<file path="config.mk">
export PLATFORM = sky130hd
export DESIGN_NAME = display_mode_best_match_picker
export DESIGN_NICKNAME = d
export VERILOG_FILES = /design/src/sv/dmbm_pkg.sv /design/src/sv/dmbm_score.sv /design/src/sv/display_mode_best_match_picker.sv
export SDC_FILE = /design/constraint.sdc
export NUM_CORES = 1
export LEC_CHECK = 0
export ABC_CLOCK_PERIOD_IN_PS = 16100
export BUFFER_PORTS_ARGS = -buffer_cell sky130_fd_sc_hd__buf_2
export CORE_UTILIZATION = 50
export CTS_BUF_LIST = sky130_fd_sc_hd__clkbuf_16
export CTS_CLUSTER_DIAMETER = 200
export DETAILED_ROUTE_END_ITERATION = 8
export PLACE_DENSITY = 0.71
export SLEW_MARGIN = 10
export SYNTH_ARGS = -nofsm -noshare
export SYNTH_HDL_FRONTEND = slang
export SYNTH_HIERARCHICAL = 1
export SYNTH_SLANG_ARGS = --single-unit
</file>
<file path="constraint.sdc">
create_clock -name clk -period 16.1 [get_ports clk]
set_clock_uncertainty 0.2 [all_clocks]
set_input_delay 2.415 -clock clk [delete_from_list [all_inputs] [get_ports clk]]
set_output_delay 2.415 -clock clk [all_outputs]
set_load 0.02 [all_outputs]
</file>
<file path="src/sv/dmbm_pkg.sv">
// Shared types and constants for the display mode best-match picker.
`timescale 1ns / 1ps

package dmbm_pkg;

  localparam int IDX_W      = 9;
  localparam int SCORE_W    = 28;
  localparam int DIM_W      = 16;
  localparam int RATE_W     = 20;
  localparam int CFG_IDX_W  = 3;
  localparam int CFG_DATA_W = 20;

  typedef logic signed [SCORE_W-1:0] score_t;
  typedef logic signed [IDX_W-1:0]   index_t;

  // One mode of the incoming list.
  typedef struct packed {
    logic [DIM_W-1:0]  mode_width;
    logic [DIM_W-1:0]  mode_height;
    logic [RATE_W-1:0] mode_rate;
    logic              mode_interlaced;
    logic              mode_preferred;
    logic              last_mode;
  } mode_t;

  // Pick for one list.
  typedef struct packed {
    index_t best_index;
    score_t pick_score;
  } result_t;

  // Target registers.
  typedef struct packed {
    logic [DIM_W-1:0]  target_width;
    logic [DIM_W-1:0]  target_height;
    logic [RATE_W-1:0] target_rate;
    logic              target_interlaced;
    logic [1:0]        scoring_rule;
  } cfg_t;

  typedef enum logic [1:0] {
    RULE_PROGRESSIVE = 2'd0,
    RULE_PREFERRED   = 2'd1,
    RULE_INTERLACE   = 2'd2
  } rule_t;

  // Register indexes on the configuration port.
  localparam logic [CFG_IDX_W-1:0] CFG_TARGET_WIDTH      = 3'd0;
  localparam logic [CFG_IDX_W-1:0] CFG_TARGET_HEIGHT     = 3'd1;
  localparam logic [CFG_IDX_W-1:0] CFG_TARGET_RATE       = 3'd2;
  localparam logic [CFG_IDX_W-1:0] CFG_TARGET_INTERLACED = 3'd3;
  localparam logic [CFG_IDX_W-1:0] CFG_SCORING_RULE      = 3'd4;

  // Score tiers.
  localparam score_t SC_ANY_PREF   = 28'sd83000000;
  localparam score_t SC_ANY_BASE   = 28'sd80000000;
  localparam score_t SC_EXACT      = 28'sd100000000;
  localparam score_t SC_NEAR       = 28'sd95000000;
  localparam score_t SC_DBL_EXACT  = 28'sd90000000;
  localparam score_t SC_DBL_NEAR   = 28'sd85000000;
  localparam score_t SC_SIZE_PEN   = 28'sd30000000;
  localparam score_t SC_SCAN_PEN   = 28'sd20000000;
  localparam score_t SC_PREF_FLOOR = 28'sd10000000;
  localparam score_t SC_NONE       = -28'sd1;
  localparam score_t SC_ONE        = 28'sd1;
  localparam score_t SC_ZERO       = 28'sd0;

  localparam logic [21:0] RATE_CAP = 22'd2999999;
  localparam logic [6:0]  TOL_TIGHT = 7'd10;
  localparam logic [6:0]  TOL_LOOSE = 7'd100;

endpackage

</file>
<file path="src/sv/dmbm_score.sv">
// Scores one display mode against the target registers.
`timescale 1ns / 1ps

module dmbm_score import dmbm_pkg::*; (
  input  mode_t  mode,
  input  cfg_t   cfg,
  output score_t score
);

  logic [20:0] r_m;
  logic [20:0] r_f;
  logic [21:0] r_d;
  logic [21:0] capped;
  logic        size_ok;
  logic        il;
  logic        pref;
  score_t      rate_sc;
  score_t      s;

  function automatic logic near(input logic [22:0] a, input logic [22:0] b,
                                input logic [6:0] tol);
    logic [22:0] t;
    t = {16'd0, tol};
    return (a + t >= b) && (a <= b + t);
  endfunction

  assign il      = mode.mode_interlaced;
  assign pref    = mode.mode_preferred;
  assign size_ok = (mode.mode_width == cfg.target_width) &&
                   (mode.mode_height == cfg.target_height);

  // Field rate counts twice for interlaced scan, on both sides.
  assign r_m = il ? {mode.mode_rate, 1'b0} : {1'b0, mode.mode_rate};
  assign r_f = cfg.target_interlaced ? {cfg.target_rate, 1'b0} : {1'b0, cfg.target_rate};
  assign r_d = {r_f, 1'b0};
  assign capped = ({1'b0, r_m} >= RATE_CAP) ? RATE_CAP : {1'b0, r_m};

  always_comb begin
    priority if (r_f == 21'd0) begin
      rate_sc = pref ? SC_ANY_PREF : SC_ANY_BASE + score_t'(capped);
    end else if (near({2'b0, r_m}, {2'b0, r_f}, TOL_TIGHT)) begin
      rate_sc = SC_EXACT;
    end else if (near({2'b0, r_m}, {2'b0, r_f}, TOL_LOOSE)) begin
      rate_sc = SC_NEAR;
    end else if (near({2'b0, r_m}, {1'b0, r_d}, TOL_TIGHT)) begin
      rate_sc = SC_DBL_EXACT;
    end else if (near({2'b0, r_m}, {1'b0, r_d}, TOL_LOOSE)) begin
      rate_sc = SC_DBL_NEAR;
    end else begin
      rate_sc = SC_NONE;
    end
  end

  always_comb begin
    s = SC_NONE;
    unique case (rule_t'(cfg.scoring_rule))
      RULE_PROGRESSIVE: begin
        if (size_ok && !il) s = rate_sc;
        // Size penalty cannot fire: a positive score implies a size match.
        if (s > SC_ZERO && !size_ok) s = s - SC_SIZE_PEN;
        if (s <= SC_ZERO && pref) s = SC_PREF_FLOOR;
      end
      RULE_PREFERRED: begin
        s = pref ? SC_ONE : SC_ZERO;
      end
      RULE_INTERLACE: begin
        if (size_ok) s = rate_sc;
        if (s > SC_ZERO && !size_ok) s = s - SC_SIZE_PEN;
        if (il != cfg.target_interlaced) s = s - SC_SCAN_PEN;
        if (s <= SC_ZERO && pref) s = SC_PREF_FLOOR;
      end
      default: s = SC_NONE;
    endcase
  end

  assign score = s;

endmodule

</file>
<file path="src/sv/display_mode_best_match_picker.sv">
// Top level of the display mode best-match picker.
`timescale 1ns / 1ps

// Display mode best-match picker. Feed the modes of a list one word per
// cycle on the in_ channel, the final mode flagged with last_mode; for each
// list one result word comes out on the out_ channel carrying the index of
// the highest scoring mode (the earliest one on a tie) and its score, or -1
// for both when no mode scored above -1. A mode of width 0 is an ordinary
// mode; only last_mode ends a list. Modes past MAX_MODES in a list are not
// scored, but a last mark among them still ends the list. The block takes
// one mode per clock unless a last mode waits behind an untaken result;
// the path is three registers deep (input word, score, running best with
// the result register), and the result word is loaded as the last mode
// leaves the score register. The only loop is the compare of the new score
// against the running best. Input keeps flowing while a result waits; only a
// second last mode stalls behind an untaken result. Program the target
// through the cfg_ port while the block is idle; cfg_ready is always high.

module display_mode_best_match_picker import dmbm_pkg::*; #(
  parameter int MAX_MODES = 256
) (
  input  logic                  clk,
  input  logic                  rst_n,
  input  logic                  in_valid,
  output logic                  in_ready,
  input  mode_t                 in_data,
  output logic                  out_valid,
  input  logic                  out_ready,
  output result_t               out_data,
  input  logic                  cfg_valid,
  output logic                  cfg_ready,
  input  logic [CFG_IDX_W-1:0]  cfg_index,
  input  logic [CFG_DATA_W-1:0] cfg_data
);

  localparam int CNT_W = $clog2(MAX_MODES + 1);

  // Target registers.
  cfg_t cfg_r;

  // Stage 1: registered mode word.
  logic  s1_valid_r;
  mode_t s1_r;

  // Stage 2: score of that mode.
  logic   s2_valid_r;
  logic   s2_last_r;
  score_t s2_score_r;
  score_t score;

  // Running best over the current list.
  score_t           lead_score_r;
  index_t           best_index_r;
  logic [CNT_W-1:0] cnt_r;

  // Result register.
  logic    out_valid_r;
  result_t out_r;

  logic   acc_take;
  logic   s2_ready;
  logic   s1_ready;
  logic   in_range;
  logic   win;
  score_t upd_score;
  index_t upd_index;

  // Configuration writes.
  assign cfg_ready = 1'b1;

  always_ff @(posedge clk) begin
    if (!rst_n) begin
      cfg_r <= '0;
    end else if (cfg_valid) begin
      unique case (cfg_index)
        CFG_TARGET_WIDTH:      cfg_r.target_width      <= cfg_data[DIM_W-1:0];
        CFG_TARGET_HEIGHT:     cfg_r.target_height     <= cfg_data[DIM_W-1:0];
        CFG_TARGET_RATE:       cfg_r.target_rate       <= cfg_data[RATE_W-1:0];
        CFG_TARGET_INTERLACED: cfg_r.target_interlaced <= cfg_data[0];
        CFG_SCORING_RULE:      cfg_r.scoring_rule      <= cfg_data[1:0];
        default: ;  // drop writes to unknown indexes
      endcase
    end
  end

  // Flow control: a last mode may only enter the accumulator when the
  // result register is free or is being drained this cycle.
  assign acc_take = s2_valid_r && (!s2_last_r || !out_valid_r || out_ready);
  assign s2_ready = !s2_valid_r || acc_take;
  assign s1_ready = !s1_valid_r || s2_ready;
  assign in_ready = s1_ready;

  // Stage 1: hold the mode word.
  always_ff @(posedge clk) begin
    if (!rst_n) begin
      s1_valid_r <= 1'b0;
    end else if (s1_ready) begin
      s1_valid_r <= in_valid;
    end
  end

  always_ff @(posedge clk) begin
    if (s1_ready && in_valid) begin
      s1_r <= in_data;
    end
  end

  dmbm_score u_score (
    .mode  (s1_r),
    .cfg   (cfg_r),
    .score (score)
  );

  // Stage 2: hold the score and the list-end flag.
  always_ff @(posedge clk) begin
    if (!rst_n) begin
      s2_valid_r <= 1'b0;
    end else if (s2_ready) begin
      s2_valid_r <= s1_valid_r;
    end
  end

  always_ff @(posedge clk) begin
    if (s2_ready && s1_valid_r) begin
      s2_score_r <= score;
      s2_last_r  <= s1_r.last_mode;
    end
  end

  // Accumulator: strictly greater wins, so the earliest mode keeps a tie.
  assign in_range  = cnt_r < CNT_W'(MAX_MODES);
  assign win       = in_range && (s2_score_r > lead_score_r);
  assign upd_score = win ? s2_score_r : lead_score_r;
  assign upd_index = win ? index_t'(IDX_W'(cnt_r)) : best_index_r;

  always_ff @(posedge clk) begin
    if (!rst_n) begin
      lead_score_r <= SC_NONE;
      best_index_r <= '1;
      cnt_r        <= '0;
    end else if (acc_take) begin
      if (s2_last_r) begin
        // List ends: clear for the next one.
        lead_score_r <= SC_NONE;
        best_index_r <= '1;
        cnt_r        <= '0;
      end else begin
        lead_score_r <= upd_score;
        best_index_r <= upd_index;
        if (in_range) cnt_r <= cnt_r + CNT_W'(1);
      end
    end
  end

  // Result register: load on a last mode, drop once taken.
  always_ff @(posedge clk) begin
    if (!rst_n) begin
      out_valid_r <= 1'b0;
    end else if (acc_take && s2_last_r) begin
      out_valid_r <= 1'b1;
    end else if (out_ready) begin
      out_valid_r <= 1'b0;
    end
  end

  always_ff @(posedge clk) begin
    if (acc_take && s2_last_r) begin
      out_r.best_index <= upd_index;
      out_r.pick_score <= upd_score;
    end
  end

  assign out_valid = out_valid_r;
  assign out_data  = out_r;

endmodule

</file>
Word-level counts from Yosys, hierarchy flattened
Cells that the tools add are included.

word-level totals
  bits of input ports = 83
  word-level logic and storage cells = 123
  register bits = 225
  output and inout bits = 40

cells by class
  $add $sub $neg = 11
  muxes and demuxes = 31
  magnitude comparators = 15
  equal/unequal tests = 9
  reduce and logical (&&, ||, !) cells = 36

operator list
  cell                                                              count
  two-way mux 28 bit                                                20
  less-or-equal comparator 21 x 23 -> 1 bit                         4
  case mux 28 bit (3 select lines)                                  1
  subtractor 28 x 26 -> 28 bit (second input constant)              3
  greater-than comparator 28 x 1 -> 1 bit (second input constant)   2
  less-or-equal comparator 28 x 1 -> 1 bit (second input constant)  2
  >= comparator 23 x 21 -> 1 bit                                    2
  >= comparator 23 x 22 -> 1 bit                                    2
  adder 21 x 4 -> 22 bit (second input constant)                    2
  adder 21 x 7 -> 22 bit (second input constant)                    2
  two-way mux 21 bit                                                2
  two-way mux 9 bit                                                 4
  == test 16 bit                                                    2
  adder 27 x 22 -> 28 bit (first input constant)                    1
  greater-than comparator 28 bit                                    1
  adder 22 x 4 -> 23 bit (second input constant)                    1
  adder 22 x 7 -> 23 bit (second input constant)                    1
  >= comparator 21 x 22 -> 1 bit (second input constant)            1
  two-way mux 22 bit                                                1
  zero test 21 bit                                                  1
  logical AND 1 bit                                                 15
  AND reduction 2 bit                                               6
  adder 9 x 1 -> 9 bit (second input constant)                      1
  < comparator 9 bit (second input constant)                        1
  12 further kinds                                                  24

Logic depth before layout (Yosys ltp)
Gate-level depths: netlist of run 1.

  word-level depth = 22
  gate-level depth with buffers = 31
  gate-level depth less buffers = 26

By module
Netlist of run 1, hierarchy kept.

by module, submodules not included
  module                          cells each  times used  area each (um^2)  seq. area each (um^2)
  display_mode_best_match_picker  739         1           9062.4            5715.5
  dmbm_score                      1172        1           8446.9            0.0

Worst setup path before layout of run 1
No wires, ideal clock.

  kind = register to register
  from = register cfg_r[2] (netlist bit)
  to = register s2_score_r[20] (data pin)
  path slack = 9.269 ns
  arrival = 6.374 ns
  period minus slack after synthesis = 6.831 ns
  setup time = 0.256 ns
  path buffers = 5
  required time = 15.644 ns
  cell stages (with the launch flop) = 32
  cell sequence = dfxtp_1 > buf_6 > buf_6 > buf_4 > buf_2 > buf_1 > mux2i_1 > inv_1 > ha_1 > o211ai_1 > a21oi_1 > nand2b_1 > nor2_1 > nand2_1 > nor3_1 > xor2_1 > ha_1 > nand4_1 > nor4bb_1 > o31ai_1 > o311a_1 > o22ai_1 > nand2b_1 > and2_1 > a21o_1 > nor2b_1 > ha_1 > or4_1 > nand4_1 > a41o_1 > xnor2_1 > o22a_1

on the way
  longest elaborated chain between the ends = 22
  elaborated cells on any way between the ends = 48
  classes of those cells = add/sub (7); order compare (12); eq/ne (1); mux (19); reduce/logical (9)

ends and longest elaborated chain
  item                                       RTL line                               text
  start: declaration                         display_mode_best_match_picker.sv:39   cfg_t cfg_r;
  two-way mux 21 bit                         dmbm_score.sv:34                       assign r_f = cfg.target_interlaced ? {cfg.target_rate, 1'b0} : {1'b0, cfg.target_rate};
  adder 22 x 7 -> 23 bit                     dmbm_score.sv:24                       return (a + t >= b) && (a <= b + t);
  less-or-equal comparator 21 x 23 -> 1 bit  dmbm_score.sv:24
  logical AND 1 bit                          dmbm_score.sv:24
  two-way mux 28 bit                         dmbm_score.sv:47                       end else if (near({2'b0, r_m}, {1'b0, r_d}, TOL_LOOSE)) begin
  two-way mux 28 bit                         dmbm_score.sv:45                       end else if (near({2'b0, r_m}, {1'b0, r_d}, TOL_TIGHT)) begin
  two-way mux 28 bit                         dmbm_score.sv:43                       end else if (near({2'b0, r_m}, {2'b0, r_f}, TOL_LOOSE)) begin
  two-way mux 28 bit                         dmbm_score.sv:41                       end else if (near({2'b0, r_m}, {2'b0, r_f}, TOL_TIGHT)) begin
  [7 not listed]                             -
  subtractor 28 x 26 -> 28 bit               dmbm_score.sv:69                       if (il != cfg.target_interlaced) s = s - SC_SCAN_PEN;
  two-way mux 28 bit                         dmbm_score.sv:69
  two-way mux 28 bit                         dmbm_score.sv:56                       unique case (rule_t'(cfg.scoring_rule))
  less-or-equal comparator 28 x 1 -> 1 bit   dmbm_score.sv:70                       if (s <= SC_ZERO && pref) s = SC_PREF_FLOOR;
  logical AND 1 bit                          dmbm_score.sv:70
  two-way mux 28 bit                         dmbm_score.sv:70
  case mux 28 bit (3 select lines) (*)       dmbm_score.sv:56
  via score[20]                              display_mode_best_match_picker.sv:49   score_t score;
  end signal: assignment                     display_mode_best_match_picker.sv:125  s2_score_r <= score;
  end: declaration                           display_mode_best_match_picker.sv:48   score_t s2_score_r;

The timed path passes the listed nets; every way through them passes the cells marked *. The select of a mux whose other input is x is not followed.
A chain may end at the register's enable or synchronous reset.

Final worst setup path of run 1
Same ends and word-level chain as after synthesis.

==> impl_metrics.py, run 1 <==
metrics = {
    "yosys": {
        "yosys_warnings": 6,
        "syn_avg_cell_area_um2": 9.16,
        "syn_area_mm2": 0.0175,
        "synthTopCellsByArea": "edfxtp_1 (21%), ha_1 (15%), dfxtp_1 (12%), xnor2_1 (6.0%), nand2_1 (4.9%)",
        "synth_top_area_frac": 0.208,
        "synth_top_area_cell": "edfxtp_1",
        "synth-seq-cells": 225,
        "synth_edf_count": 121,
        "synth-seq-area-share": 0.326,
        "ys_types": 107,
        "synthFlopType": "edfxtp_1",
        "yosysMostFrequentCell": "nand2_1",
        "synth_common_cells": "nand2_1 (227), ha_1 (203), a21oi_1 (132)",
        "syn-num-nets": 2197,
        "synthCells": 1911,
        "synth-async-reset-ratio": 0,
    },
    "setup_path": {
        "path_class": "flop to flop",
        "cp_slowest_cell": "mux2i_1",
        "worstPathCellList": "buf_4 > mux2i_1 > ha_1 > a211o_1 > o2111ai_1 > nor3_2 > nor3b_1 > nand2_1 > xnor2_1 > ha_1 > nand4_1 > nor3_1 > a21boi_0 > o2111a_1 > nor2_1 > a21oi_1 > nor2_1 > ha_1 > or4_1 > nand4_1 > a41o_1 > xnor2_1 > o22a_1",
        "endpoint_kind": "flop",
        "r2r_cells": 23,
        "worst_ep_required_time_ns": 16.21,
        "start_kind": "flop",
        "regToRegSetupSlack_ns": 8.23,
        "path_max_fanout": 56,
        "worstPathArrival_ns": 7.98,
        "cp_common_cell": "ha_1",
        "path_delay_family": "simple AND/OR/NAND/NOR gates",
        "crit_buf_inv": 1,
        "critPathMaxStageDelay_ns": 0.85,
        "crit_cells": 23,
    },
    "grt": {
        "grt_overflow": 0,
        "grt_pass1_wl_um": 81100,
        "grt_max_degree": 65,
        "grt_usage": 0.285,
        "grt_pass1_vias": 14900,
        "antenna_found_initial": 0,
    },
    "clock_network": {
        "cts_resized": 0,
        "clock_sink_count": 225,
        "htree_levels": 1,
        "cts_tree": "built",
        "cts_buffer_depth": 3,
        "postCtsSetupRepairBufs": 0,
        "cts_root_buffer": "clkbuf_16",
        "clkSlewWorstSetupHoldPaths_ns": 0.06,
        "cts_buffers": 26,
        "clk_latency_ns": 0.56,
        "cts-hold-fix-buffers": 0,
    },
    "timing": {
        "worst_slew_pin_slew_ns": 1.27,
        "slew_headroom": 0.152,
        "fmax_mhz": 127,
        "rsz0062_at_grt": "no",
        "finalHoldWorstSlack_ns": 0.223,
        "finalHoldViolations": 0,
        "post-route-period-util": 0.489,
        "fin_crit_ns": 7.87,
        "tns_ns": 0,
        "slew_violations": 0,
        "setup_viol": 0,
    },
    "job": {
        "max_cap_viol_count": 0,
    },
    "final_layout": {
        "syn_to_final_growth_pct": 10.0,
        "diodes": 0,
        "drive_gt1_frac": 0.125,
        "fin_nets": 2298,
        "fin_util": 0.559,
    },
    "power_and_ir_drop": {
        "power_frac_clock": 0.332,
        "power.density_mw_per_mm2": 82.8,
        "comb_power_share": 0.260,
        "p_int_mw": 1.08,
        "p_leak_nw": 7.40,
        "pwr-share-seq": 0.408,
        "power.share.switching": 0.320,
        "irDropWorstVdd_mv": 0.0809,
        "p_total_mw": 1.60,
        "power.switching_mw": 0.511,
    },
    "detailed_routing": {
        "vias": 15200,
        "drt_iter0_drc": 1171,
        "via_per_inst": 6.10,
        "wirelength_um": 51500,
        "dr.pass1.iters": 6,
        "ant_nets": 0,
        "drc": 0,
        "routedWlPerCell_um": 20.7,
    },
    "floorplanning": {
        "die_y_um": 189,
        "pin_count": 123,
        "core_area_mm2": 0.0345,
        "fp.dieW_um": 189,
        "row_count": 68,
        "start_util": 0.508,
        "die-area_mm2": 0.0358,
    },
    "place": {
        "place.gp.congestion": 0.985,
        "io_buffers": 121,
        "hpwl_um": 39200,
    },
    "worst_hold_path": {
        "hold_path_depth": 0,
        "hold_class": "flop to flop",
    },
    "status": {
        "status": "completed",
    },
}
metrics by stage:
step | setup slack, ns | instances | area, um^2
6_report | 8.23 | 2487 | 19300
5_1_grt | 7.88 | 2487 | 19300
4_1_cts | 8.35 | 2487 | 19300
3_5_place_dp | 8.35 | 2439 | 18500
3_3_place_gp | 8.53 | 2439 | 18500
2_1_floorplan | 9.27 | 1911 | 17500
cell families (layout without fill, tap and decap cells):
| kind of cell | count (synthesis) | in the layout | synth area share |
|---|---|---|---|
| other | 1 | 1 | 0.000214 |
| and+or+nand+nor | 606 | 606 | 0.178 |
| AOI/OAI and AO/OA | 528 | 528 | 0.208 |
| DFF | 225 | 225 | 0.326 |
| xor gates and xnor gates | 156 | 156 | 0.0780 |
| muxes | 45 | 45 | 0.0275 |
| adders and majority gates | 203 | 203 | 0.145 |
| buffers and inverters | 147 | 268 | 0.0375 |
worst reg2reg max path, cell delays in order, from the launching register on:
cell,delay (ns)
dfxtp_2,0.32
buf_4,0.51
mux2i_1,0.86
ha_1,0.29
a211o_1,0.14
o2111ai_1,0.29
nor3_2,0.60
nor3b_1,0.47
nand2_1,0.13
xnor2_1,0.15
ha_1,0.31
nand4_1,0.13
nor3_1,0.47
a21boi_0,0.53
o2111a_1,0.36
nor2_1,0.12
a21oi_1,0.17
nor2_1,0.09
ha_1,0.29
or4_1,0.55
nand4_1,0.20
a41o_1,0.22
xnor2_1,0.07
o22a_1,0.18
sequential cells by signal (all words and copies together) (netlist names):
signal / cells
s1_r: 55
s2_last_r: 1
s2_valid_r: 1
out_data: 37
lead_score_r: 28
s1_valid_r: 1
cfg_r: 55
out_valid: 1
cnt_r: 9
best_index_r: 9
s2_score_r: 28
metal layers:
| layer | GRT usage | share of wire |
|---|---|---|
| met3 | 0.0371 | 0.058 |
| met5 | 0 | 0 |
| met4 | 0.102 | 0.030 |
| met2 | 0.485 | 0.47 |
| met1 | 0.370 | 0.44 |
layout by cell type, fill, tap and decap left out, drive strengths merged, types with 23 or more instances in the layout:
| cell | instances |
|---|---|
| nand2 | 227 |
| ha | 203 |
| buf | 145 |
| a21oi | 138 |
| edfxtp | 121 |
| xnor2 | 119 |
| nor2 | 106 |
| dfxtp | 104 |
| o21ai | 96 |
| inv | 83 |
| a21boi | 63 |
| a22oi | 59 |
| nand3 | 45 |
| nand4 | 43 |
| o22a | 38 |
| xor2 | 37 |
| nor2b | 37 |
| clkbuf | 26 |
| mux2i | 23 |
| and2 | 23 |
power by group through the flow:
stage	combinational, mW	clock, mW	sequential, mW
floorplan	0.290	0	0.658
global placement	0.397	0	0.663
detailed placement	0.406	0	0.663
CTS	0.409	0.540	0.651
global route	0.460	0.560	0.654
finish	0.415	0.529	0.651
cell type report:
type                            instances  area (um^2)
Fill cell                            3144        15200
Multi-Input combinational cell       1539        11100
Sequential cell                       225         5720
Timing Repair Buffer                  145          786
Clock buffer                           26          651
Tap cell                              455          569
Inverter                               75          282
Clock inverter                         22          108
worst paths after layout:
check,startpoint,endpoint
worst min register to register,s1_r[0]$_DFFE_PP_,s2_last_r$_DFFE_PP_
worst max-delay path,cfg_r[2]$_SDFFE_PN0P_,s2_score_r[20]$_DFFE_PP_
worst min-delay path,s1_r[0]$_DFFE_PP_,s2_last_r$_DFFE_PP_
worst max register to register,cfg_r[2]$_SDFFE_PN0P_,s2_score_r[20]$_DFFE_PP_
(Power assumes the default switching activity.)
==> run 2, diff against run 1 <==
Settings changed: ABC_CLOCK_PERIOD_IN_PS 16100 to 8000.
Clock period 16.1 ns to 8 ns, I/O delays scaled along.
==> run 2 against run 1 <==
  * Critical path type unchanged
  * Clock-buffer cell count down 1
  * Utilization is 0.25 points higher
  * Register-to-register slack lost 7.3 ns
  * Sequential power is 100% higher
  * Die area unchanged
  * Highest routed layer is now met5
  * Largest power group unchanged
  * Flip-flop and latch count unchanged
  * Worst hold slack improved by 0.0049 ns
  * Wire length grew 1.2%
==> impl_metrics.py, run 2 (same netlist as run 1, synthesis figures left out) <==
metrics = {
    "detailed_routing": {
        "ant_nets": 0,
        "routedWlPerCell_um": 20.9,
        "drc": 0,
        "wirelength_um": 52100,
        "vias": 15200,
        "via_per_inst": 6.11,
        "dr.pass1.iters": 6,
        "drt_iter0_drc": 1348,
    },
    "final_layout": {
        "syn_to_final_growth_pct": 10.5,
        "final_cell_mix": "nand2_1 (227), ha_1 (203), a21oi_1 (132)",
        "fin_util": 0.561,
        "diodes": 0,
        "fill_cells": 3158,
        "drive_gt1_frac": 0.131,
        "mostFrequentLayoutCell": "nand2_1",
        "fin_nets": 2301,
        "stdcell_count": 2489,
    },
    "timing": {
        "finalHoldWorstSlack_ns": 0.228,
        "slew_headroom": 0.164,
        "worst_slew_pin_slew_ns": 1.24,
        "tns_ns": 0,
        "fmax_mhz": 141,
        "finalHoldViolations": 0,
        "setup_viol": 0,
        "fin_ws_ns": 0.926,
        "slew_violations": 0,
        "rsz0062_at_grt": "no",
        "post-route-period-util": 0.884,
        "fin_crit_ns": 7.07,
    },
    "setup_path": {
        "worstPathArrival_ns": 7.18,
        "critPathMaxStageDelay_ns": 0.70,
        "cp_common_cell": "ha_1",
        "worst_ep_required_time_ns": 8.11,
        "crit_buf_inv": 2,
        "path_class": "flop to flop",
        "cp_slowest_cell": "dfxtp_2",
        "path_delay_family": "simple AND/OR/NAND/NOR gates",
        "endpoint_kind": "flop",
        "start_kind": "flop",
        "path_max_fanout": 32,
    },
    "power_and_ir_drop": {
        "p_leak_nw": 7.40,
        "irDropWorstVdd_mv": 0.164,
        "power.density_mw_per_mm2": 169,
    },
    "place": {
        "pre_cts_slack_ns": 1.12,
        "io_buffers": 121,
        "place.gp.congestion": 0.967,
        "dp.cells": 2443,
        "hpwl_um": 39700,
    },
    "floorplanning": {
        "die_y_um": 189,
        "start_util": 0.508,
        "pin_count": 123,
        "fp.dieW_um": 189,
        "row_count": 68,
        "die-area_mm2": 0.0358,
        "core_area_mm2": 0.0345,
    },
    "clock_network": {
        "clk_latency_ns": 0.55,
        "clkSlewWorstSetupHoldPaths_ns": 0.06,
        "cts_tree": "built",
        "clock_sink_count": 225,
        "cts_root_buffer": "clkbuf_16",
        "cts_buffers": 25,
        "htree_levels": 1,
        "cts-hold-fix-buffers": 0,
        "cts_resized": 0,
        "cts_buffer_depth": 3,
        "postCtsSetupRepairBufs": 0,
    },
    "worst_hold_path": {
        "hold_class": "flop to flop",
    },
    "grt": {
        "grt_pass1_wl_um": 81400,
        "grt_max_degree": 65,
        "grt_overflow": 0,
        "grt_pass1_vias": 14500,
        "antenna_found_initial": 0,
        "grt_usage": 0.290,
    },
    "status": {
        "status": "completed",
    },
    "job": {
        "max_cap_viol_count": 0,
    },
}
run 2: cell type report:
class / count / area (um^2) / share of cell area
Inverter: 75 / 282 / 0.0146
Multi-Input combinational cell: 1539 / 11200 / 0.576
Sequential cell: 225 / 5720 / 0.296
Tap cell: 455 / 569 / 0.0294
Clock inverter: 21 / 185 / 0.00957
Clock buffer: 25 / 626 / 0.0323
Timing Repair Buffer: 149 / 816 / 0.0422
run 2: stage by stage:
step | cell area, um^2 | total power [mW]
floorplan | 17500 | 1.91
global placement | 18500 | 2.14
detailed placement | 18500 | 2.15
CTS | 19300 | 3.28
global route | 19300 | 3.44
finish | 19300 | 3.28
run 2: path summary, 6_finish.rpt:
check,startpoint,endpoint,slack [ns],cells past startpoint
setup / recovery,cfg_r[2]$_SDFFE_PN0P_,s2_score_r[20]$_DFFE_PP_,0.93,27
hold / removal,s1_r[0]$_DFFE_PP_,s2_last_r$_DFFE_PP_,0.23,0
setup reg to reg,cfg_r[2]$_SDFFE_PN0P_,s2_score_r[20]$_DFFE_PP_,0.93,27
hold reg to reg,s1_r[0]$_DFFE_PP_,s2_last_r$_DFFE_PP_,0.23,0
run 2: power breakdown:
group / total (mW) / leakage, nW / internal, mW / switching, mW
clock network: 1.13 / 0.380 / 0.641 / 0.487
registers: 1.31 / 1.96 / 1.27 / 0.0415
logic: 0.837 / 5.05 / 0.324 / 0.513
total: 3.28 / 7.40 / 2.24 / 1.04
run 2: routing by layer:
layer / up-vias / global-route usage / part of all wire
met3: 100 / 0.0358 / 0.055
met2: 513 / 0.485 / 0.47
li1: 7258 / - / -
met4: 2 / 0.0996 / 0.033
met5: - / 0.0179 / 0.0017
met1: 7346 / 0.383 / 0.44
